$ cat src/rtl/core/bpc_pkg.sv
// ============================================================================
// bpc_pkg
// Shared types and constants for the pressure/temperature compensation block.
// ============================================================================
package bpc_pkg;

  // Restoring divider geometry: dividend bits, divisor bits, sideband bits
  localparam int DIV_NW = 32;
  localparam int DIV_DW = 18;
  localparam int DIV_SW = 45;

  // Compensation constants
  localparam logic [11:0]        B6_OFS    = 12'd4000;
  localparam logic [11:0]        C_SQ      = 12'd3038;
  localparam logic signed [13:0] C_LIN     = -14'sd7357;
  localparam logic [11:0]        C_PR_OFS  = 12'd3791;
  localparam logic [15:0]        B7_SCALE  = 16'd50000;
  localparam logic [15:0]        B4_OFS    = 16'd32768;
  localparam logic [16:0]        PRESS_MAX = 17'd131071;

  // Configuration register indexes
  typedef enum logic [1:0] {
    REG_CAL_A = 2'd0,
    REG_CAL_B = 2'd1,
    REG_CAL_C = 2'd2,
    REG_OSS   = 2'd3
  } cfg_idx_t;

  // Unpacked calibration coefficients
  typedef struct packed {
    logic signed [15:0] ac1;
    logic signed [15:0] ac2;
    logic signed [15:0] ac3;
    logic [15:0]        ac4;
    logic [15:0]        ac5;
    logic [15:0]        ac6;
    logic signed [15:0] b1;
    logic signed [15:0] b2;
    logic signed [15:0] mc;
    logic signed [15:0] md;
    logic [1:0]         oss;
  } cal_t;

  // One divider stage: partial remainder and dividend/quotient shift word
  typedef struct packed {
    logic [DIV_DW-1:0] rem;
    logic [DIV_NW-1:0] work;
  } div_st_t;

  // Sideband through the temperature divider
  typedef struct packed {
    logic signed [18:0] x1;
    logic [23:0]        raw_press;
    logic               neg;
    logic               err;
  } tside_t;

  // Sideband through the pressure divider
  typedef struct packed {
    logic [26:0]        pad;
    logic signed [15:0] temp;
    logic               big;
    logic               err;
  } pside_t;

endpackage

$ cat src/rtl/core/bpc_div.sv
// ============================================================================
// bpc_div
// Pipelined unsigned restoring divider, one quotient bit per stage.
// ============================================================================
module bpc_div import bpc_pkg::*; (
  input  logic              clk,
  input  logic              rst_n,
  input  logic              en,
  input  logic              in_valid,
  input  logic [DIV_NW-1:0] in_num,
  input  logic [DIV_DW-1:0] in_den,
  input  logic [DIV_SW-1:0] in_side,
  output logic              out_valid,
  output logic [DIV_NW-1:0] out_quot,
  output logic [DIV_SW-1:0] out_side
);

  div_st_t           st_r   [DIV_NW];
  div_st_t           st_nxt [DIV_NW];
  logic [DIV_DW-1:0] den_r  [DIV_NW];
  logic [DIV_SW-1:0] side_r [DIV_NW];
  logic [DIV_NW-1:0] vld_r;

  // One trial subtraction: shift in the next dividend bit, keep if it fits
  function automatic div_st_t div_step(input logic [DIV_DW-1:0] rem,
                                       input logic [DIV_NW-1:0] work,
                                       input logic [DIV_DW-1:0] den);
    logic [DIV_DW:0] trial;
    logic [DIV_DW:0] diff;
    logic            ge;
    div_st_t         res;
    trial    = {rem, work[DIV_NW-1]};
    diff     = trial - {1'b0, den};
    ge       = (trial >= {1'b0, den});
    res.rem  = ge ? diff[DIV_DW-1:0] : trial[DIV_DW-1:0];
    res.work = {work[DIV_NW-2:0], ge};
    return res;
  endfunction

  // Stage next values
  always_comb begin
    st_nxt[0] = div_step('0, in_num, in_den);
    for (int k = 1; k < DIV_NW; k++) begin
      st_nxt[k] = div_step(st_r[k-1].rem, st_r[k-1].work, den_r[k-1]);
    end
  end

  // Advance valid bits
  always_ff @(posedge clk) begin
    if (!rst_n) begin
      vld_r <= '0;
    end else if (en) begin
      vld_r <= {vld_r[DIV_NW-2:0], in_valid};
    end
  end

  // Advance payload
  always_ff @(posedge clk) begin
    if (en) begin
      st_r[0]   <= st_nxt[0];
      den_r[0]  <= in_den;
      side_r[0] <= in_side;
      for (int k = 1; k < DIV_NW; k++) begin
        st_r[k]   <= st_nxt[k];
        den_r[k]  <= den_r[k-1];
        side_r[k] <= side_r[k-1];
      end
    end
  end

  assign out_valid = vld_r[DIV_NW-1];
  assign out_quot  = st_r[DIV_NW-1].work;
  assign out_side  = side_r[DIV_NW-1];

endmodule

$ cat config.mk
export PLATFORM = sky130hd
export DESIGN_NAME = bpc_div
export DESIGN_NICKNAME = d
export VERILOG_FILES = /design/src/rtl/core/bpc_pkg.sv /design/src/rtl/core/bpc_div.sv
export SDC_FILE = /design/constraint.sdc
export NUM_CORES = 2
export LEC_CHECK = 0
export BUFFER_PORTS_ARGS = -buffer_cell sky130_fd_sc_hd__buf_2
export CAP_MARGIN = 20
export CORE_MARGIN = 10
export CORE_UTILIZATION = 45
export DETAILED_ROUTE_END_ITERATION = 7
export PLACE_DENSITY_LB_ADDON = 0.3
export SLEW_MARGIN = 30
export SYNTH_ARGS = -nofsm -noshare
export SYNTH_HDL_FRONTEND = slang
export SYNTH_SLANG_ARGS = --single-unit
$ cat constraint.sdc
create_clock -name clk -period 6.7 [get_ports clk]
set_clock_uncertainty 0.05 [all_clocks]
set_input_delay 1.675 -clock clk [delete_from_list [all_inputs] [get_ports clk]]
set_output_delay 1.675 -clock clk [all_outputs]
set_load 0.005 [all_outputs]
======== Word-level counts from Yosys, hierarchy flattened ========
Memory sizes are Yosys's and may differ from the RTL's.
Cells that the tools add are included.
storage, ports and cells
  latch bits .............................. 0
  memory bits (writable) .................. 3616
  register bits after elaboration ......... 32
  word-level logic and storage cells ...... 102
  bits in read-only memories .............. 0
  memories ................................ 3
  bits of input ports ..................... 99
cells by class
  mux-type cells .......................... 34
  div/mod/pow operators ................... 0
  reductions and logical operators ........ 0
  shift operators ......................... 0
  $lt $le $gt $ge ......................... 32
  equality and inequality tests ........... 0
  multiply operators ...................... 0
  $add $sub $neg .......................... 32
  bitwise operators ....................... 0
memories
  name    depth  width  read ports  clocked after memory_dff  wr ports  RTL line       text
  st_r    32     50     32          0                         32        bpc_div.sv:18  div_st_t st_r [DIV_NW];
  side_r  32     45     32          0                         32        bpc_div.sv:21  logic [DIV_SW-1:0] side_r [DIV_NW];
  den_r   32     18     31          0                         32        bpc_div.sv:20  logic [DIV_DW-1:0] den_r [DIV_NW];
operators with widths
  kind            count
  $ge 19x18->1    31
  $mux 18         32
  $sub 18x18->18  31
  $ge 1x18->1     1
  $sub 1x18->18   1
  $mux 1          2

======== Logic depth before layout (Yosys ltp) ========
  depth after elaboration ................. 2
  mapped depth ............................ 12
  gate-level depth less buffers ........... 11

======== Worst setup path after synthesis ========
No wires, ideal clock.
  kind .................................... input to register
  start point ............................. input in_den[6]
  end point ............................... memory st_r[0][35] (netlist name), data pin
  data required time ...................... 6.518 ns
  path slack .............................. 3.016 ns
  arrival ................................. 3.503 ns
  library setup time ...................... 0.132 ns
  path buffers ............................ 1
  stages on the path ...................... 6
  cell sequence ........................... or4_1 nor3_1 nand3_1 nor4_2 buf_2 o31a_1
RTL lines
  element             RTL line       text
  start: declaration  bpc_div.sv:11  input logic [DIV_DW-1:0] in_den,
  end: declaration    bpc_div.sv:18

==> impl_metrics.py <==
metrics = {
    "power_and_ir_drop": {
        "vdd_drop_max_uv": 277,
        "power.density_nw_per_um2": 427,
        "power_frac_comb_pct": 27.0,
        "power.total_mw": 69.2,
        "p_int_mw": 48.8,
        "sw_frac_of_total_pct": 29.5,
        "leakage_nw": 59.2,
        "switchingPower_mw": 20.4,
        "clockPowerShare_pct": 28.6,
        "seqPwrFrac_pct": 44.3,
    },
    "floorplanning": {
        "core_region_area_um2": 319000,
        "die_h_um": 586,
        "num_rows": 207,
        "ios": 177,
        "die-area_um2": 344000,
        "initial_utilization_pct": 45.3,
        "fp.dieW_um": 586,
    },
    "cells_and_area": {
        "fin_cells": 13800,
        "area_delta_synth_final_pct": 12.4,
        "final_cell_mix": "edfxtp_1 (3580), inv_1 (722), ha_1 (560)",
        "nFillCells": 26000,
        "layout_commonest_cell": "edfxtp_1",
        "layout-drive-gt1-share_pct": 12.3,
        "stdcell_area_um2": 162000,
        "regArea_um2": 108000,
        "multi_input_area_um2": 32400,
        "final_nets": 10000,
    },
    "clock_tree": {
        "postCtsSetupBuffers": 0,
        "htree_num_levels": 5,
        "clockBufferDepth": 4,
        "cts_resized": 0,
        "ctsHoldBuffers": 0,
        "insertion_delay_ps": 930,
        "clk_pin_slew_ps": 60,
        "cts_tree": "built",
        "cts.sinks": 3612,
        "cts-root-buf": "clkbuf_16",
        "cts-buffers-inserted": 369,
    },
    "routing": {
        "wl_met3_um": 12000,
        "drt_wl_total_um": 250000,
        "drc_errors": 0,
        "num_vias": 71600,
        "met2_wirelength_um": 116000,
        "highest_layer": "met5",
        "wl_per_cell_um": 18.1,
        "dr.pass1.iters": 6,
        "ant_nets": 0,
        "drt_iter0_drc": 5722,
        "viasPerCell": 5.19,
        "wl_met1_um": 113000,
    },
    "global_routing": {
        "first_global_vias": 72000,
        "grt_usage_pct": 14.1,
        "grt_max_degree": 196,
        "antenna_found_initial": 13,
        "grt-ovfl-total": 0,
        "grt_pass1_wl_um": 394000,
    },
    "setup_path": {
        "reg2reg_from": "den_r[4][1]",
        "required_ps": 7290,
        "startpoint_type": "register",
        "crit_type": "register to register",
        "worstPathArrival_ps": 4230,
        "worstPathMaxFanout": 18,
        "endpoint_kind": "register",
        "crit_start": "den_r[4][1]",
    },
    "yosys": {
        "synth_seq_cells": 3612,
        "yosys_warnings": 0,
        "syn-instance-count": 8897,
        "async_reset_ff_share_pct": 0,
        "synth_edf_count": 3580,
        "synth_cell_type_count": 94,
        "mappedNetlistArea_um2": 144000,
        "synth_nets": 9586,
        "synth_flop_cell": "edfxtp_1",
        "avgSynthCellArea_um2": 16.2,
        "ys_seq_area_share_pct": 75.0,
    },
    "place": {
        "place_area_um2": 150000,
        "hpwl_um": 167000,
        "port_buffers": 176,
        "gp_congestion": 0.876,
        "placedCellCount": 13100,
    },
    "sta": {
        "fin_tns_setup_ps": 0,
        "post-route-min-period_ps": 3630,
        "rsz0062_at_grt": "false",
        "setup_violations": 0,
        "slew_violations": 0,
        "max_freq_ghz": 0.275,
        "relSlewSlack_pct": 32.9,
        "max_slew.worst_pin.slew_ps": 1010,
        "period_share_pct": 54.2,
        "hold_viol_final": 0,
    },
    "job": {
        "maxCapViolCount": 0,
    },
    "min_path": {
        "hold_path_class": "register to register",
        "hold_start": "side_r[0][196]",
    },
    "status": {
        "status": "finished clean",
    },
}
## layer usage
| layer | global-route usage, % | up-vias |
|---|---|---|
| li1 | - | 34600 |
| met5 | 0 | - |
| met2 | 23.0 | 1638 |
| met3 | 2.24 | 544 |
| met1 | 19.3 | 34900 |
| met4 | 4.90 | 4 |
## state kept, by name, indices dropped and copies added, names as in the netlist
name,cells
st_r,1582
side_r,1440
den_r,558
vld_r,32
## Yosys cell counts (11+ instances only)
cell	instances	area share (%)
fa_1	30	0.42
edfxtp_1	3580	75
a21oi_1	460	1.6
nor2_1	400	1.0
a211oi_1	63	0.33
clkbuf_1	88	0.23
o211ai_1	32	0.17
o21ai_0	403	1.4
nand2b_1	60	0.26
mux2_2	317	2.5
a311oi_1	16	0.097
a221oi_1	11	0.067
o31a_1	33	0.20
buf_2	23	0.080
and2_1	31	0.13
a31oi_1	47	0.20
or2_2	24	0.10
or3_1	17	0.074
nor3_1	88	0.31
mux2i_1	57	0.40
nor4_1	17	0.074
and3_1	31	0.13
buf_4	78	0.41
ha_1	560	4.9
a211o_1	12	0.073
xnor2_1	231	1.4
xor2_1	143	0.87
a2111oi_0	17	0.10
o21a_1	152	0.79
o31ai_1	47	0.24
o2111ai_1	16	0.097
a21boi_0	11	0.057
dfxtp_1	32	0.44
o311ai_0	14	0.085
o21bai_1	52	0.27
nor2b_1	110	0.48
o22ai_1	21	0.091
nand4_1	79	0.34
a21o_1	138	0.72
a31o_2	14	0.085
inv_1	722	1.9
nand3_1	112	0.39
nand2_1	347	0.90
## through the flow
stage               setup slack, ps  hold slack, ps  utilization, %
floorplan                      3020             350               -
global placement               2660             350            47.1
detailed placement             2690             355            47.2
CTS                            3050             340            50.9
global route                   2850             340            50.9
finish                         3070             341            50.9
## final cells by class
class | count | area share, %
inverters | 724 | 1.68
flip-flops and latches | 3612 | 66.7
well taps | 4180 | 3.23
clock inverters | 217 | 1.29
diodes | 1 | 0.00154
clock buffers | 450 | 5.96
repair buffers | 255 | 1.13
multi-input cells | 4363 | 20.0
## critical path, stage by stage, from the launching register on
cell,delay (ps)
edfxtp_1,460
inv_1,140
ha_1,250
nor2b_1,140
o31ai_1,380
a31oi_1,270
o21ai_0,520
a21oi_1,250
a21boi_2,200
buf_4,310
mux2_2,400
## logic make-up (layout without fill, tap and decap cells)
family	Yosys count	count (layout)	synth area share, %
multiplexers	382	382	2.95
AND/OR/NAND/NOR	1365	1365	4.53
other	0	1	0
buffers and inverters	922	1646	2.64
XOR/XNOR	374	374	2.27
AO/OA/AOI/OAI	1652	1652	7.37
adder cells (fa/ha/maj)	590	590	5.27
flip-flops	3612	3612	75.0
## worst paths after layout
check | to | slack (ps) | cells after the start
max reg2reg | st_r[0][285] | 3070 | 10
min reg2reg | side_r[0][241] | 340 | 0
min | side_r[0][241] | 340 | 0
max | st_r[0][285] | 3070 | 10
## power groups by stage
stage	Clock (mW)	Sequential (mW)	Combinational [mW]
global route	21.4	31.0	20.8
detailed placement	0	31.2	18.4
global placement	0	31.1	17.9
floorplan	0	30.3	14.3
finish	19.8	30.7	18.7
CTS	20.6	30.7	18.5
(Power assumes the default switching activity.)
