<file path="config.mk">
export PLATFORM = sky130hd
export DESIGN_NAME = bpc_temp
export DESIGN_NICKNAME = d
export VERILOG_FILES = /design/src/rtl/core/bpc_pkg.sv /design/src/rtl/core/bpc_temp.sv
export SDC_FILE = /design/constraint.sdc
export NUM_CORES = 1
export LEC_CHECK = 0
export BUFFER_PORTS_ARGS = -buffer_cell sky130_fd_sc_hd__buf_2
export CAP_MARGIN = 5
export CORE_MARGIN = 3
export CORE_UTILIZATION = 45
export DETAILED_ROUTE_END_ITERATION = 12
export PLACE_DENSITY = 0.67
export SYNTH_ARGS = -nofsm -noshare
export SYNTH_HDL_FRONTEND = slang
export SYNTH_SLANG_ARGS = --single-unit
export TNS_END_PERCENT = 100
</file>
<file path="constraint.sdc">
create_clock -name clk -period 20.5 [get_ports clk]
set_input_delay 4.1 -clock clk [delete_from_list [all_inputs] [get_ports clk]]
set_output_delay 4.1 -clock clk [all_outputs]
set_load 0.02 [all_outputs]
</file>
<file path="src/rtl/core/bpc_pkg.sv">
// ============================================================================
// bpc_pkg
// Shared types and constants for the pressure/temperature compensation block.
// ============================================================================
package bpc_pkg;

  // Restoring divider geometry: dividend bits, divisor bits, sideband bits
  localparam int DIV_NW = 32;
  localparam int DIV_DW = 18;
  localparam int DIV_SW = 45;

  // Compensation constants
  localparam logic [11:0]        B6_OFS    = 12'd4000;
  localparam logic [11:0]        C_SQ      = 12'd3038;
  localparam logic signed [13:0] C_LIN     = -14'sd7357;
  localparam logic [11:0]        C_PR_OFS  = 12'd3791;
  localparam logic [15:0]        B7_SCALE  = 16'd50000;
  localparam logic [15:0]        B4_OFS    = 16'd32768;
  localparam logic [16:0]        PRESS_MAX = 17'd131071;

  // Configuration register indexes
  typedef enum logic [1:0] {
    REG_CAL_A = 2'd0,
    REG_CAL_B = 2'd1,
    REG_CAL_C = 2'd2,
    REG_OSS   = 2'd3
  } cfg_idx_t;

  // Unpacked calibration coefficients
  typedef struct packed {
    logic signed [15:0] ac1;
    logic signed [15:0] ac2;
    logic signed [15:0] ac3;
    logic [15:0]        ac4;
    logic [15:0]        ac5;
    logic [15:0]        ac6;
    logic signed [15:0] b1;
    logic signed [15:0] b2;
    logic signed [15:0] mc;
    logic signed [15:0] md;
    logic [1:0]         oss;
  } cal_t;

  // One divider stage: partial remainder and dividend/quotient shift word
  typedef struct packed {
    logic [DIV_DW-1:0] rem;
    logic [DIV_NW-1:0] work;
  } div_st_t;

  // Sideband through the temperature divider
  typedef struct packed {
    logic signed [18:0] x1;
    logic [23:0]        raw_press;
    logic               neg;
    logic               err;
  } tside_t;

  // Sideband through the pressure divider
  typedef struct packed {
    logic [26:0]        pad;
    logic signed [15:0] temp;
    logic               big;
    logic               err;
  } pside_t;

endpackage

</file>
<file path="src/rtl/core/bpc_temp.sv">
// ============================================================================
// bpc_temp
// Temperature front end: forms X1 and the operands of the temperature divide.
// ============================================================================
module bpc_temp import bpc_pkg::*; (
  input  logic              clk,
  input  logic              rst_n,
  input  logic              en,
  input  cal_t              cal,
  input  logic              in_valid,
  input  logic [15:0]       in_raw_temp,
  input  logic [23:0]       in_raw_press,
  output logic              div_valid,
  output logic [DIV_NW-1:0] div_num,
  output logic [DIV_DW-1:0] div_den,
  output logic [DIV_SW-1:0] div_side
);

  logic signed [16:0] ut_d;
  logic signed [33:0] prod_nxt;
  logic signed [33:0] prod_r;
  logic [23:0]        press1_r;
  logic               vld1_r;

  logic signed [33:0] x1_full;
  logic signed [18:0] x1;
  logic signed [18:0] den;
  logic [18:0]        den_abs;
  logic [15:0]        mc_abs;
  tside_t             side_nxt;

  logic               vld2_r;
  logic [DIV_NW-1:0]  num_r;
  logic [DIV_DW-1:0]  den_r;
  tside_t             side_r;

  // Stage 1: (UT - AC6) * AC5
  assign ut_d     = $signed({1'b0, in_raw_temp}) - $signed({1'b0, cal.ac6});
  assign prod_nxt = ut_d * $signed({1'b0, cal.ac5});

  always_ff @(posedge clk) begin
    if (!rst_n) begin
      vld1_r <= 1'b0;
    end else if (en) begin
      vld1_r <= in_valid;
    end
  end

  always_ff @(posedge clk) begin
    if (en) begin
      prod_r   <= prod_nxt;
      press1_r <= in_raw_press;
    end
  end

  // Stage 2: X1, divisor X1+MD, and sign-magnitude split of MC*2048 / divisor
  always_comb begin
    x1_full            = prod_r >>> 15;
    x1                 = x1_full[18:0];
    den                = x1 + $signed({{3{cal.md[15]}}, cal.md});
    den_abs            = den[18] ? (~den + 19'd1) : den;
    mc_abs             = cal.mc[15] ? (~cal.mc + 16'd1) : cal.mc;
    side_nxt.x1        = x1;
    side_nxt.raw_press = press1_r;
    side_nxt.neg       = cal.mc[15] ^ den[18];
    side_nxt.err       = (den == 19'sd0);
  end

  always_ff @(posedge clk) begin
    if (!rst_n) begin
      vld2_r <= 1'b0;
    end else if (en) begin
      vld2_r <= vld1_r;
    end
  end

  always_ff @(posedge clk) begin
    if (en) begin
      num_r  <= {5'b0, mc_abs, 11'b0};
      den_r  <= den_abs[17:0];
      side_r <= side_nxt;
    end
  end

  assign div_valid = vld2_r;
  assign div_num   = num_r;
  assign div_den   = den_r;
  assign div_side  = side_r;

endmodule

</file>
---- Yosys cells after proc, flatten, opt, wreduce, memory -nomap -nowiden ----
Index checks and enable logic that the tools add are counted.
word-level totals
  input bits .............................. 206
  register bits ........................... 139
  word-level logic and storage cells ...... 22
operators by class
  bitwise logic cells ..................... 3
  multipliers ............................. 1
  reductions and logical operators ........ 1
  muxes and demuxes ....................... 2
  add/subtract/negate cells ............... 4
operators with widths
  operator                 count
  $mul A17 B17 Y34         1
  $add A19 B16 Y19         1
  $logic_not A19 Y1        1
  $add A18 B1 Y18 const B  1
  $mux W18                 1
  $not A18 Y18             1
  $sub A16 B16 Y17         1
  $add A16 B1 Y16 const B  1
  $not A16 Y16             1
  $mux W15                 1
  $xor A1 B1 Y1            1

---- Logic depth before layout (Yosys ltp) ----
  word-level depth ........................ 4
  gate-level depth with buffers ........... 35
  depth with buffers taken out ............ 34

---- Worst setup path after synthesis ----
OpenSTA, ideal clock, no wires.
  path kind ............................... input port to flip-flop
  start ................................... input in_raw_temp[0]
  end ..................................... register prod_r[31] (data pin)
  arrival time ............................ 11292 ps
  library setup time ...................... 258 ps
  path slack .............................. 8949 ps
  stages on the path ...................... 30
  required time ........................... 20242 ps
  path buffers ............................ 1
  path through ............................ inv_1 -> ha_1 -> fa_1 -> nor2b_1 -> o21ai_0 -> a21boi_0 -> o21ai_1 -> a21oi_1 -> o2111ai_1 -> a311oi_1 -> o22ai_1 -> clkbuf_1 -> and2_1 -> fa_1 -> inv_1 -> fa_1 -> inv_1 -> fa_1 -> fa_1 -> fa_1 -> inv_1 -> fa_1 -> inv_1 -> ha_1 -> o21a_1 -> nor2_1 -> a211oi_1 -> or3_1 -> a21oi_1 -> xnor2_1
on the way
  word-level cells in the longest chain between the ends .. 2
RTL lines
  what                  line            text
  from (decl)           bpc_temp.sv:11  input logic [15:0] in_raw_temp,
  $sub A16 B16 Y17      bpc_temp.sv:38  assign ut_d = $signed({1'b0, in_raw_temp}) - $signed({1'b0, cal.ac6});
  $mul A17 B17 Y34      bpc_temp.sv:39  assign prod_nxt = ut_d * $signed({1'b0, cal.ac5});
  net prod_nxt[31]      bpc_temp.sv:20  logic signed [33:0] prod_nxt;
  to (signal assigned)  bpc_temp.sv:51  prod_r <= prod_nxt;
  to (decl)             bpc_temp.sv:21  logic signed [33:0] prod_r;
The timed path passes the listed nets, and every way through them passes these cells.
A chain may end at the register's enable or synchronous reset.

---- Worst setup path after layout ----
  start ................................... input cal[66] (netlist bit)
  end ..................................... register prod_r[32] (data pin)
on the way
  word-level cells in the longest chain between the ends .. 2
RTL lines
  what              line            text
  from (decl)       bpc_temp.sv:9   input cal_t cal,
  $sub A16 B16 Y17  bpc_temp.sv:38
  $mul A17 B17 Y34  bpc_temp.sv:39
  net prod_nxt[32]  bpc_temp.sv:20
The timed path passes the listed nets, and every way through them passes these cells.

==> results by group <==
Status
  • Status: finished clean

Cells and area
  • Final Instance Count excl. Fillers: 2280
  • ANT cells: 0
  • Ratio of cells with drive above 1 in the final layout: 14.0%
  • Area occupied by multi-input gates: 11100 µm²
  • Final Core Density: 51.5%
  • Final net count: 2412
  • Area Overhead vs Synth: 11.9%
  • Seq. cell area: 3700 µm²
  • # fillers: 3167

Worst hold path
  • Hold Crit Depth: 0
  • Hold Path Origin: press1_r[21]$_DFFE_PP_
  • Hold Crit Endpoint: div_side[23]$_DFFE_PP_
  • HP Class: reg2reg

Yosys
  • Register area share after synthesis: 22.5%
  • Post-synth top area cell: fa_1
  • EDFF count, synth: 122
  • Seq cells post-synth: 124
  • Most frequent cell after synthesis: inv_1
  • Post-synthesis cell count: 1632
  • Synth warn: 0
  • Synthesized area per cell: 10.1 µm²
  • Yosys top cell area share: 33.9%
  • Main synth FF type: edfxtp_1
  • Count of unique library cells instantiated by Yosys: 73
  • Async S/R FF share, synth: 0%
  • Post-Syn Area: 16500 µm²
  • Post-synth top cells: inv_1 (391), fa_1 (279), nand2_1 (167)
  • Synth area leaders: fa_1 (34%), edfxtp_1 (22%), ha_1 (9.2%)

GRT
  • Vias in the first global route: 12200
  • Initial antenna violation count: 2
  • GRT Total Usage: 18.2%
  • First-pass GRT wire length: 57.9 mm
  • Total grt overflow: 0
  • Largest net degree at the start of global routing: 87

Critical path
  • Crit start category: input pin
  • Slowest stage delay, CP: 0.64 ns
  • Reg2reg start: prod_r[15]$_DFFE_PP_
  • Crit-path most repeated cell: fa_1
  • Crit Path Class: in2reg
  • Reg2reg setup slack: 17.11 ns
  • Setup crit end kind: flip-flop
  • R2R Path End: div_den[15]$_DFFE_PP_
  • Register-to-Register Path Depth: 11
  • CP max-delay cell: fa_1
  • Crit-path max FO: 24
  • Arrival time of the worst setup path: 12.45 ns
  • WP data required: 20.64 ns

Clock tree
  • Clk_lat worst skew: 0.41 ns
  • # H-tree levels: 4
  • CTS tree: yes
  • Post_cts resized: 0
  • Postcts setup bufs: 0
  • CTS Hold Bufs: 0
  • Reg clk slew, reported paths: 0.06 ns
  • Number of buffers created by CTS: 17
  • Root Driver: clkbuf_16
  • CTS Buffer Depth: 2
  • Clock sinks: 124

Die
  • Starting density of the core: 46.0%
  • Die ar.: 39000 µm²
  • Num ports: 302
  • Die height: 197 µm
  • Row Count: 69
  • Die Span X: 197 µm
  • Core area: 35800 µm²

Timing
  • Crit share post-route: 60.0%
  • Unrepaired setup endpoints after global routing: no
  • Relative slew slack: 29.7%
  • Endpoints failing setup: 0
  • Pins over their slew limit: 0
  • FMAX: 81.2 MHz
  • Clk_skew: 0.0133 ns
  • Fin crit period: 12.31 ns
  • Fin Setup TNS: 0 ns
  • Worst slew pin tran: 1.05 ns
  • Final Hold Fails: 0

Placement
  • Routability congestion estimate: 0.846
  • Placed cells: 2248
  • Count of input and output buffers: 187
  • Final HPWL DP: 28.6 mm

Drt
  • Vias per inst: 4.97
  • Post-detailed-route DRC marker count: 0
  • Final WL: 34.7 mm
  • Vias: 11300
  • Avg WL per Cell: 15.2 µm
  • DRT Pass-1 Iters: 5
  • DR iter-0 viols: 654
  • Antenna viol nets, final: 0

Job
  • Max-Cap Viols: 0
-- state kept, by name, summed over array words and instances (netlist names) --
signal     flops
press1_r      24
div_num       16
div_valid      1
prod_r        19
div_den       18
div_side      45
vld1_r         1
-- critical path: cells and delay by family --
family	cells	cell delay [ns]
buf+inv	4	0.49
xor+xnor	1	0.15
fa+ha+maj	9	4.10
simple gates	6	0.85
compound gates	11	2.73
-- placed cells by master, fill, tap and decap left out, types with 4 or more instances in the layout --
cell,count
inv_1,391
fa_1,279
buf_2,186
nand2_1,167
edfxtp_1,122
and2_1,121
ha_1,121
xnor2_1,47
nor2_1,45
a21oi_1,30
nor2b_1,28
xor2_1,25
o21ai_0,19
nor3_1,18
clkbuf_16,17
conb_1,16
buf_4,13
nand3_1,12
nand2b_1,12
o21a_1,9
or3_1,9
and3_1,8
a31oi_1,7
a211oi_1,7
o31ai_1,6
o211ai_1,6
a21o_1,6
nand4_1,5
inv_6,5
o21ai_1,4
mux2i_1,4
o31a_1,4
inv_8,4
-- per-stage QoR --
stage	setup WS, ns	area (µm²)	hold slack [ns]
after floorplan	8.95	16500	0.400
after global placement	7.87	17800	0.400
after detailed placement	7.81	17800	0.405
after CTS	8.23	18500	0.417
after global routing	7.66	18500	0.421
final	8.19	18500	0.416
-- area by class of cell --
cell class | count | area share (%)
flip-flops and latches | 124 | 20.1
well taps | 461 | 3.13
multi-input cells | 1073 | 60.0
inverters | 391 | 7.95
clock buffers | 17 | 2.31
clock inverters | 15 | 0.949
repair buffers | 199 | 5.57
-- kinds of logic (layout without fill, tap and decap cells) --
logic type	count (synthesis)	after routing	share of synthesized area, %
AO/OA/AOI/OAI	127	127	5.24
XOR/XNOR	75	75	4.03
adder cells (fa/ha/maj)	400	400	43.1
buffers and inverters	450	622	10.8
flip-flops	124	124	22.5
multiplexers	5	5	0.311
other	1	16	0.0227
AND/OR/NAND/NOR	450	450	14.1
-- how the worst max path moves through the flow --
stage                    from                    to  slack [ns]  cells past startpoint
6_report              cal[66]  prod_r[32]$_DFFE_PP_        8.19                     31
5_1_grt               cal[66]  prod_r[32]$_DFFE_PP_        7.66                     31
4_1_cts               cal[66]  prod_r[32]$_DFFE_PP_        8.23                     31
3_5_place_dp          cal[66]  prod_r[32]$_DFFE_PP_        7.81                     31
3_3_place_gp          cal[66]  prod_r[33]$_DFFE_PP_        7.87                     31
2_1_floorplan  in_raw_temp[0]  prod_r[31]$_DFFE_PP_        8.95                     30
-- per-layer routing --
layer / routed length (µm) / track usage (%) / part of all wire [%]
met5: 20 / 0 / 0.058
met2: 16800 / 31.9 / 48
met4: 306 / 3.22 / 0.88
met3: 2310 / 3.33 / 6.6
met1: 15300 / 24.0 / 44
Power is not shown: default switching activity piles up to over one toggle a cycle in this logic, so the estimate is an artifact.
