## config.mk

```make
export PLATFORM = sky130hd
export DESIGN_NAME = bpc_pback
export DESIGN_NICKNAME = d
export VERILOG_FILES = /design/src/rtl/core/bpc_pkg.sv /design/src/rtl/core/bpc_pback.sv
export SDC_FILE = /design/constraint.sdc
export NUM_CORES = 2
export LEC_CHECK = 0
export BUFFER_PORTS_ARGS = -buffer_cell sky130_fd_sc_hd__buf_4
export CAP_MARGIN = 20
export CORE_ASPECT_RATIO = 0.75
export CORE_MARGIN = 8
export CORE_UTILIZATION = 42
export CTS_CLUSTER_DIAMETER = 200
export CTS_CLUSTER_SIZE = 25
export DETAILED_ROUTE_END_ITERATION = 8
export PLACE_DENSITY_LB_ADDON = 0.25
export SLEW_MARGIN = 20
export SYNTH_ARGS = -nofsm -noshare
export SYNTH_HDL_FRONTEND = slang
export SYNTH_SLANG_ARGS = --single-unit
```

## constraint.sdc

```tcl
create_clock -name clk -period 10.2 [get_ports clk]
set_input_delay 0.51 -clock clk [delete_from_list [all_inputs] [get_ports clk]]
set_output_delay 0.51 -clock clk [all_outputs]
set_load 0.02 [all_outputs]
```

## src/rtl/core/bpc_pkg.sv

```systemverilog
// ============================================================================
// bpc_pkg
// Shared types and constants for the pressure/temperature compensation block.
// ============================================================================
package bpc_pkg;

  // Restoring divider geometry: dividend bits, divisor bits, sideband bits
  localparam int DIV_NW = 32;
  localparam int DIV_DW = 18;
  localparam int DIV_SW = 45;

  // Compensation constants
  localparam logic [11:0]        B6_OFS    = 12'd4000;
  localparam logic [11:0]        C_SQ      = 12'd3038;
  localparam logic signed [13:0] C_LIN     = -14'sd7357;
  localparam logic [11:0]        C_PR_OFS  = 12'd3791;
  localparam logic [15:0]        B7_SCALE  = 16'd50000;
  localparam logic [15:0]        B4_OFS    = 16'd32768;
  localparam logic [16:0]        PRESS_MAX = 17'd131071;

  // Configuration register indexes
  typedef enum logic [1:0] {
    REG_CAL_A = 2'd0,
    REG_CAL_B = 2'd1,
    REG_CAL_C = 2'd2,
    REG_OSS   = 2'd3
  } cfg_idx_t;

  // Unpacked calibration coefficients
  typedef struct packed {
    logic signed [15:0] ac1;
    logic signed [15:0] ac2;
    logic signed [15:0] ac3;
    logic [15:0]        ac4;
    logic [15:0]        ac5;
    logic [15:0]        ac6;
    logic signed [15:0] b1;
    logic signed [15:0] b2;
    logic signed [15:0] mc;
    logic signed [15:0] md;
    logic [1:0]         oss;
  } cal_t;

  // One divider stage: partial remainder and dividend/quotient shift word
  typedef struct packed {
    logic [DIV_DW-1:0] rem;
    logic [DIV_NW-1:0] work;
  } div_st_t;

  // Sideband through the temperature divider
  typedef struct packed {
    logic signed [18:0] x1;
    logic [23:0]        raw_press;
    logic               neg;
    logic               err;
  } tside_t;

  // Sideband through the pressure divider
  typedef struct packed {
    logic [26:0]        pad;
    logic signed [15:0] temp;
    logic               big;
    logic               err;
  } pside_t;

endpackage

```

## src/rtl/core/bpc_pback.sv

```systemverilog
// ============================================================================
// bpc_pback
// Pressure back end: final polynomial correction, saturation, output word.
// ============================================================================
module bpc_pback import bpc_pkg::*; (
  input  logic              clk,
  input  logic              rst_n,
  input  logic              en,
  input  logic              in_valid,
  input  logic [DIV_NW-1:0] in_quot,
  input  logic [DIV_SW-1:0] in_side,
  output logic              out_valid,
  output logic signed [15:0] out_temp_tenths,
  output logic [16:0]       out_press_pa,
  output logic              out_div_error
);

  pside_t             pside;
  logic [2:0]         vld_r;

  // stage 12
  logic [32:0]        p12_r;
  logic signed [15:0] t12_r;
  logic               err12_r;
  // stage 13
  logic [24:0]        pa;
  logic [49:0]        sq2_r;
  logic signed [47:0] m_r;
  logic [32:0]        p13_r;
  logic signed [15:0] t13_r;
  logic               err13_r;
  // stage 14
  logic [61:0]        x1_full;
  logic signed [47:0] m_sh;
  logic [45:0]        x1f_r;
  logic signed [31:0] x2f_r;
  logic [32:0]        p14_r;
  logic signed [15:0] t14_r;
  logic               err14_r;
  // stage 15
  logic signed [47:0] corr_sum;
  logic signed [47:0] corr_sh;
  logic signed [48:0] pr;
  logic [16:0]        pr_sat;
  logic               vld_out_r;
  logic signed [15:0] temp_out_r;
  logic [16:0]        press_out_r;
  logic               err_out_r;

  assign pside = pside_t'(in_side);

  // Advance valid bits
  always_ff @(posedge clk) begin
    if (!rst_n) begin
      vld_r     <= '0;
      vld_out_r <= 1'b0;
    end else if (en) begin
      vld_r     <= {vld_r[1:0], in_valid};
      vld_out_r <= vld_r[2];
    end
  end

  // Stage 12: undo the halved dividend for large B7
  always_ff @(posedge clk) begin
    if (en) begin
      p12_r   <= pside.big ? {in_quot, 1'b0} : {1'b0, in_quot};
      t12_r   <= pside.temp;
      err12_r <= pside.err;
    end
  end

  // Stage 13: (P>>8)^2 and -7357*P
  assign pa = p12_r[32:8];

  always_ff @(posedge clk) begin
    if (en) begin
      sq2_r   <= pa * pa;
      m_r     <= $signed({1'b0, p12_r}) * C_LIN;
      p13_r   <= p12_r;
      t13_r   <= t12_r;
      err13_r <= err12_r;
    end
  end

  // Stage 14: scale the square, shift the linear term
  always_comb begin
    x1_full = sq2_r * C_SQ;
    m_sh    = m_r >>> 16;
  end

  always_ff @(posedge clk) begin
    if (en) begin
      x1f_r   <= x1_full[61:16];
      x2f_r   <= m_sh[31:0];
      p14_r   <= p13_r;
      t14_r   <= t13_r;
      err14_r <= err13_r;
    end
  end

  // Stage 15: add correction, saturate, zero the word on a divide error
  always_comb begin
    corr_sum = $signed({2'b0, x1f_r}) + $signed({{16{x2f_r[31]}}, x2f_r})
             + $signed({36'b0, C_PR_OFS});
    corr_sh  = corr_sum >>> 4;
    pr       = $signed({16'b0, p14_r}) + $signed({corr_sh[47], corr_sh});
    priority if (pr < 49'sd0) begin
      pr_sat = 17'd0;
    end else if (pr > $signed({32'b0, PRESS_MAX})) begin
      pr_sat = PRESS_MAX;
    end else begin
      pr_sat = pr[16:0];
    end
  end

  always_ff @(posedge clk) begin
    if (en) begin
      temp_out_r  <= err14_r ? 16'sd0 : t14_r;
      press_out_r <= err14_r ? 17'd0 : pr_sat;
      err_out_r   <= err14_r;
    end
  end

  assign out_valid       = vld_out_r;
  assign out_temp_tenths = temp_out_r;
  assign out_press_pa    = press_out_r;
  assign out_div_error   = err_out_r;

endmodule

```

* Word level (Yosys, flattened, before mapping)
Index checks and enable logic that the tools add are counted.
** Operators by class
- Eq/ne operators :: 0
- Mux-type cells :: 2
- Divide/modulo/power cells :: 0
- Bitwise gates (word level) :: 0
- Reductions and logical operators :: 1
- $add $sub $neg :: 3
- Magnitude comparators :: 2
- Shift-type cells :: 0
- $mul :: 3
** Operator list (number)
- 50-bit by 11-bit multiplier with 61-bit output, second input constant :: 1
- 25-bit by 25-bit multiplier with 50-bit output :: 1
- 47-bit by 32-bit adder with 48-bit output :: 1
- 48-bit by 13-bit adder with 48-bit output, second input constant :: 1
- 34-bit by 14-bit multiplier with 48-bit output, second input constant :: 1
- 34-bit by 44-bit adder with 45-bit output :: 1
- 45-bit by 18-bit > comparator with 1-bit output, second input constant :: 1
- 45-bit by 1-bit less-than comparator with 1-bit output, second input constant :: 1
- 32-bit 2-to-1 mux :: 1
- 17-bit 2-to-1 mux :: 1
- 2-bit OR reduction :: 1
** Word-level totals
- ROM bits :: 0
- Logic and storage cells :: 31
- Bits in latches :: 0
- Register bits after elaboration :: 364
- Bits of input ports :: 81
- Memories kept :: 0
- Memory bits (writable) :: 0
- Output and inout port bits :: 35

* Longest topological paths before layout
- Depth after elaboration :: 5
- Gate-level depth with buffers :: 32
- Depth with buffers taken out :: 31

* Worst setup path before layout
Ideal clock, no wire load.
- Kind :: register -> register
- Start :: register p12_r[9]
- End :: register sq2_r[49] (data pin)
- Library setup time :: 265 ps
- Slack :: 2604 ps
- Arrival :: 7331 ps
- Stages on the path, launching flop included :: 27
- Cell sequence :: edfxtp_1 > clkbuf_1 > clkbuf_1 > nand2_1 > fa_1 > inv_1 > fa_1 > fa_1 > inv_1 > fa_1 > inv_1 > fa_1 > fa_1 > fa_1 > ha_1 > and3_1 > and3b_1 > a211o_1 > a21boi_0 > o21ai_0 > o211ai_1 > a31oi_1 > o41ai_1 > a31o_2 > o21ai_0 > a221oi_1 > xnor2_1
** On the way
- Word-level cells in the longest chain between the ends :: 1
** Ends and longest elaborated chain
- start, declared :: line bpc_pback.sv:22 : logic [32:0] p12_r;
- start signal, assigned :: line bpc_pback.sv:66 : p12_r <= pside.big ? {in_quot, 1'b0} : {1'b0, in_quot};
- 25-bit by 25-bit multiplier with 50-bit output :: line bpc_pback.sv:77 : sq2_r <= pa * pa;
- end signal, assigned :: line bpc_pback.sv:77
- end, declared :: line bpc_pback.sv:27 : logic [49:0] sq2_r;
Every way passes these cells.
A chain may end at the register's enable or synchronous reset.

* Worst setup path after layout
- Start :: register p12_r[11]
- End :: register sq2_r[49] (data pin)
Same word-level chain as after synthesis.

==> results.yml <==
drt:
  ant_nets: 0
  firstDrtPassIters: 5
  first_iter_violations: 2360
  post_drt_wl_per_cell_um: 19.2
  wl_um: 125000
  drc_errors: 0
  vias_per_cell: 5.03
  via_count: 32900
worst_setup_path:
  reg2reg_from: "p12_r[11]"
  critPathLaunchType: "flip-flop"
  path_common_cell: "fa_1"
  crit_type: "reg2reg"
  cp_max_fo: 12
  cp_data_required_time_ns: 10.50
  max_stage_delay_ns: 0.88
  cp-startpoint: "p12_r[11]"
  slowest_stage: "edfxtp_1"
  worstSetupEndpointType: "flip-flop"
  worst_ep_arrival_time_ns: 9.18
min_path:
  hold_path_class: "in2reg"
  hold_start: "in_side[9]"
timing:
  drv_slew: 0
  worstMarginPinSlew_ns: 1.15
  rsz0062_at_grt: "false"
  setup_tns_ns: 0
  final.min_clock_period_ns: 8.87
  hold_viol_final: 0
  max_freq_ghz: 0.113
  relSlewSlack: 0.233
  timing.final.crit_share: 0.870
  setup_viol: 0
  fin_worst_skew_ns: 0.0482
global_routing:
  grt_max_degree: 169
  antenna_found_initial: 1
  grt_pass1_vias: 34100
  grt_pass1_wl_um: 198000
  grt_use_total: 0.185
  grt_overflow: 0
place:
  portBuffers: 88
  hpwl_um: 105000
  place.gp.congestion: 0.898
synth:
  yosys_warnings: 0
  synth-async-reset-ratio: 0
  syn-mean-instance-area_um2: 10.7
  ys.flop_type: "edfxtp_1"
  seq_area_frac_synth: 0.200
  synth_top_cell_area_share: 0.350
  synth_cell_types: 84
  synth_area_um2: 51700
  synth_edf_count: 342
  synth_area_leader_cell: "fa_1"
  synthCells: 4815
  ys_ff_latch: 346
  synth_area_leaders: "fa_1 (35%), edfxtp_1 (20%), ha_1 (17%)"
clock_network:
  cts_tree: "done"
  clock-root-buffer: "clkbuf_16"
  post_cts_buffers: 0
  clk_latency_ns: 0.58
  h-tree-depth: 1
  clk_pin_slew_ns: 0.12
  cts_resized: 0
  clock-sinks: 346
  postCtsHoldBufs: 0
  cts_buffers: 17
  clock_path_buffers: 3
final_layout:
  mostFrequentLayoutCell: "inv_1"
  layout.area.seq_um2: 10300
  n_antenna_cell: 0
  syn_to_final_growth_pct: 6.38
  most-common-layout-cells: "inv_1 (1229), fa_1 (904), ha_1 (713), edfxtp_1 (342), nand2_1 (272)"
  fill_cells: 11600
  multiInputGateArea_um2: 36400
  layout-drive-gt1-share: 0.0514
  nets: 6601
floorplan:
  fp.dieH_um: 320
  initial_core_util: 0.423
  pin_count: 116
  die_w_um: 421
  design.core.area_um2: 122000
  rows: 111
  fp.dieArea_um2: 135000
run:
  maxCapViolations: 0
outcome:
  status: "finished clean"
==> per-stage QoR <==
step | instances | hold slack [ns] | util | instance area [µm²] | worst slack (ns)
final | 6544 | 0.112 | 0.450 | 55000 | 1.33
after global routing | 6544 | 0.0855 | 0.450 | 55000 | 0.815
after CTS | 6544 | 0.0775 | 0.450 | 55000 | 1.40
after detailed placement | 6522 | 0.405 | 0.446 | 54500 | 1.43
after global placement | 6522 | 0.401 | 0.446 | 54500 | 1.53
after floorplan | 4817 | 0.400 | - | 51700 | 2.60
==> worst max-delay path: cells and delay by family (launching register included) <==
kind	cells	cell delay, ns
AOI/OAI and AO/OA	10	2.68
xor gates and xnor gates	1	0.13
adders and majority gates	8	3.81
buffers and inverters	5	0.63
DFF	1	0.88
and+or+nand+nor	2	0.46
==> sequential cells by signal (all words and copies together) (netlist names), 17 cells and up <==
name and cells:
p13_r 31, p12_r 33, p14_r 33, m_r 33
sq2_r 49, out_press_pa 17, x2f_r 32, x1f_r 46
==> routing by layer <==
layer,vias up,global-route usage,part of all wire,wire [µm]
met5,-,0,0,0
met4,0,0.0242,0.014,1810
met3,100,0.0320,0.065,8160
met2,832,0.269,0.41,51900
met1,16500,0.292,0.51,63400
li1,15500,-,-,-
==> synth_stat cells, drive strengths merged, types with 31 or more instances <==
library cell / count
a21o: 100
a21oi: 154
clkbuf: 63
edfxtp: 342
fa: 904
ha: 713
inv: 1234
mux2: 33
nand2: 272
nand3: 31
nand4: 31
nor2: 233
nor2b: 45
nor3: 46
o21a: 32
o21ai: 83
xnor2: 115
xor2: 71
==> cell type report <==
type                       count  area share
multi-input combinational   3147       0.661
sequential                   346       0.188
inverter                    1248      0.0851
tap                         1638      0.0373
timing repair buffer         143      0.0201
clock buffer                  20     0.00794
clock inverter                 2    0.000705
==> cells by family (layout without fill, tap and decap cells) <==
group                    after synthesis  in the layout  share of synthesized area
XOR/XNOR                             186            186                     0.0316
AND/OR/NAND/NOR                      770            770                     0.0684
flip-flops                           346            346                      0.200
AO/OA/AOI/OAI                        530            530                     0.0714
buffers and inverters               1324           1413                     0.0972
adder cells (fa/ha/maj)             1617           1617                      0.522
multiplexers                          41             41                    0.00873
other                                  1              3                  0.0000725
==> final timing paths <==
kind	endpoint	slack (ns)	cells past startpoint
max	sq2_r[49]	1.33	26
min	t12_r[7]	0.11	1
max reg2reg	sq2_r[49]	1.33	26
min reg2reg	p14_r[21]	0.38	0
Power is left out: the tool's default activity adds up to more than one toggle a clock period on the data nets, which glitch-free logic cannot reach.
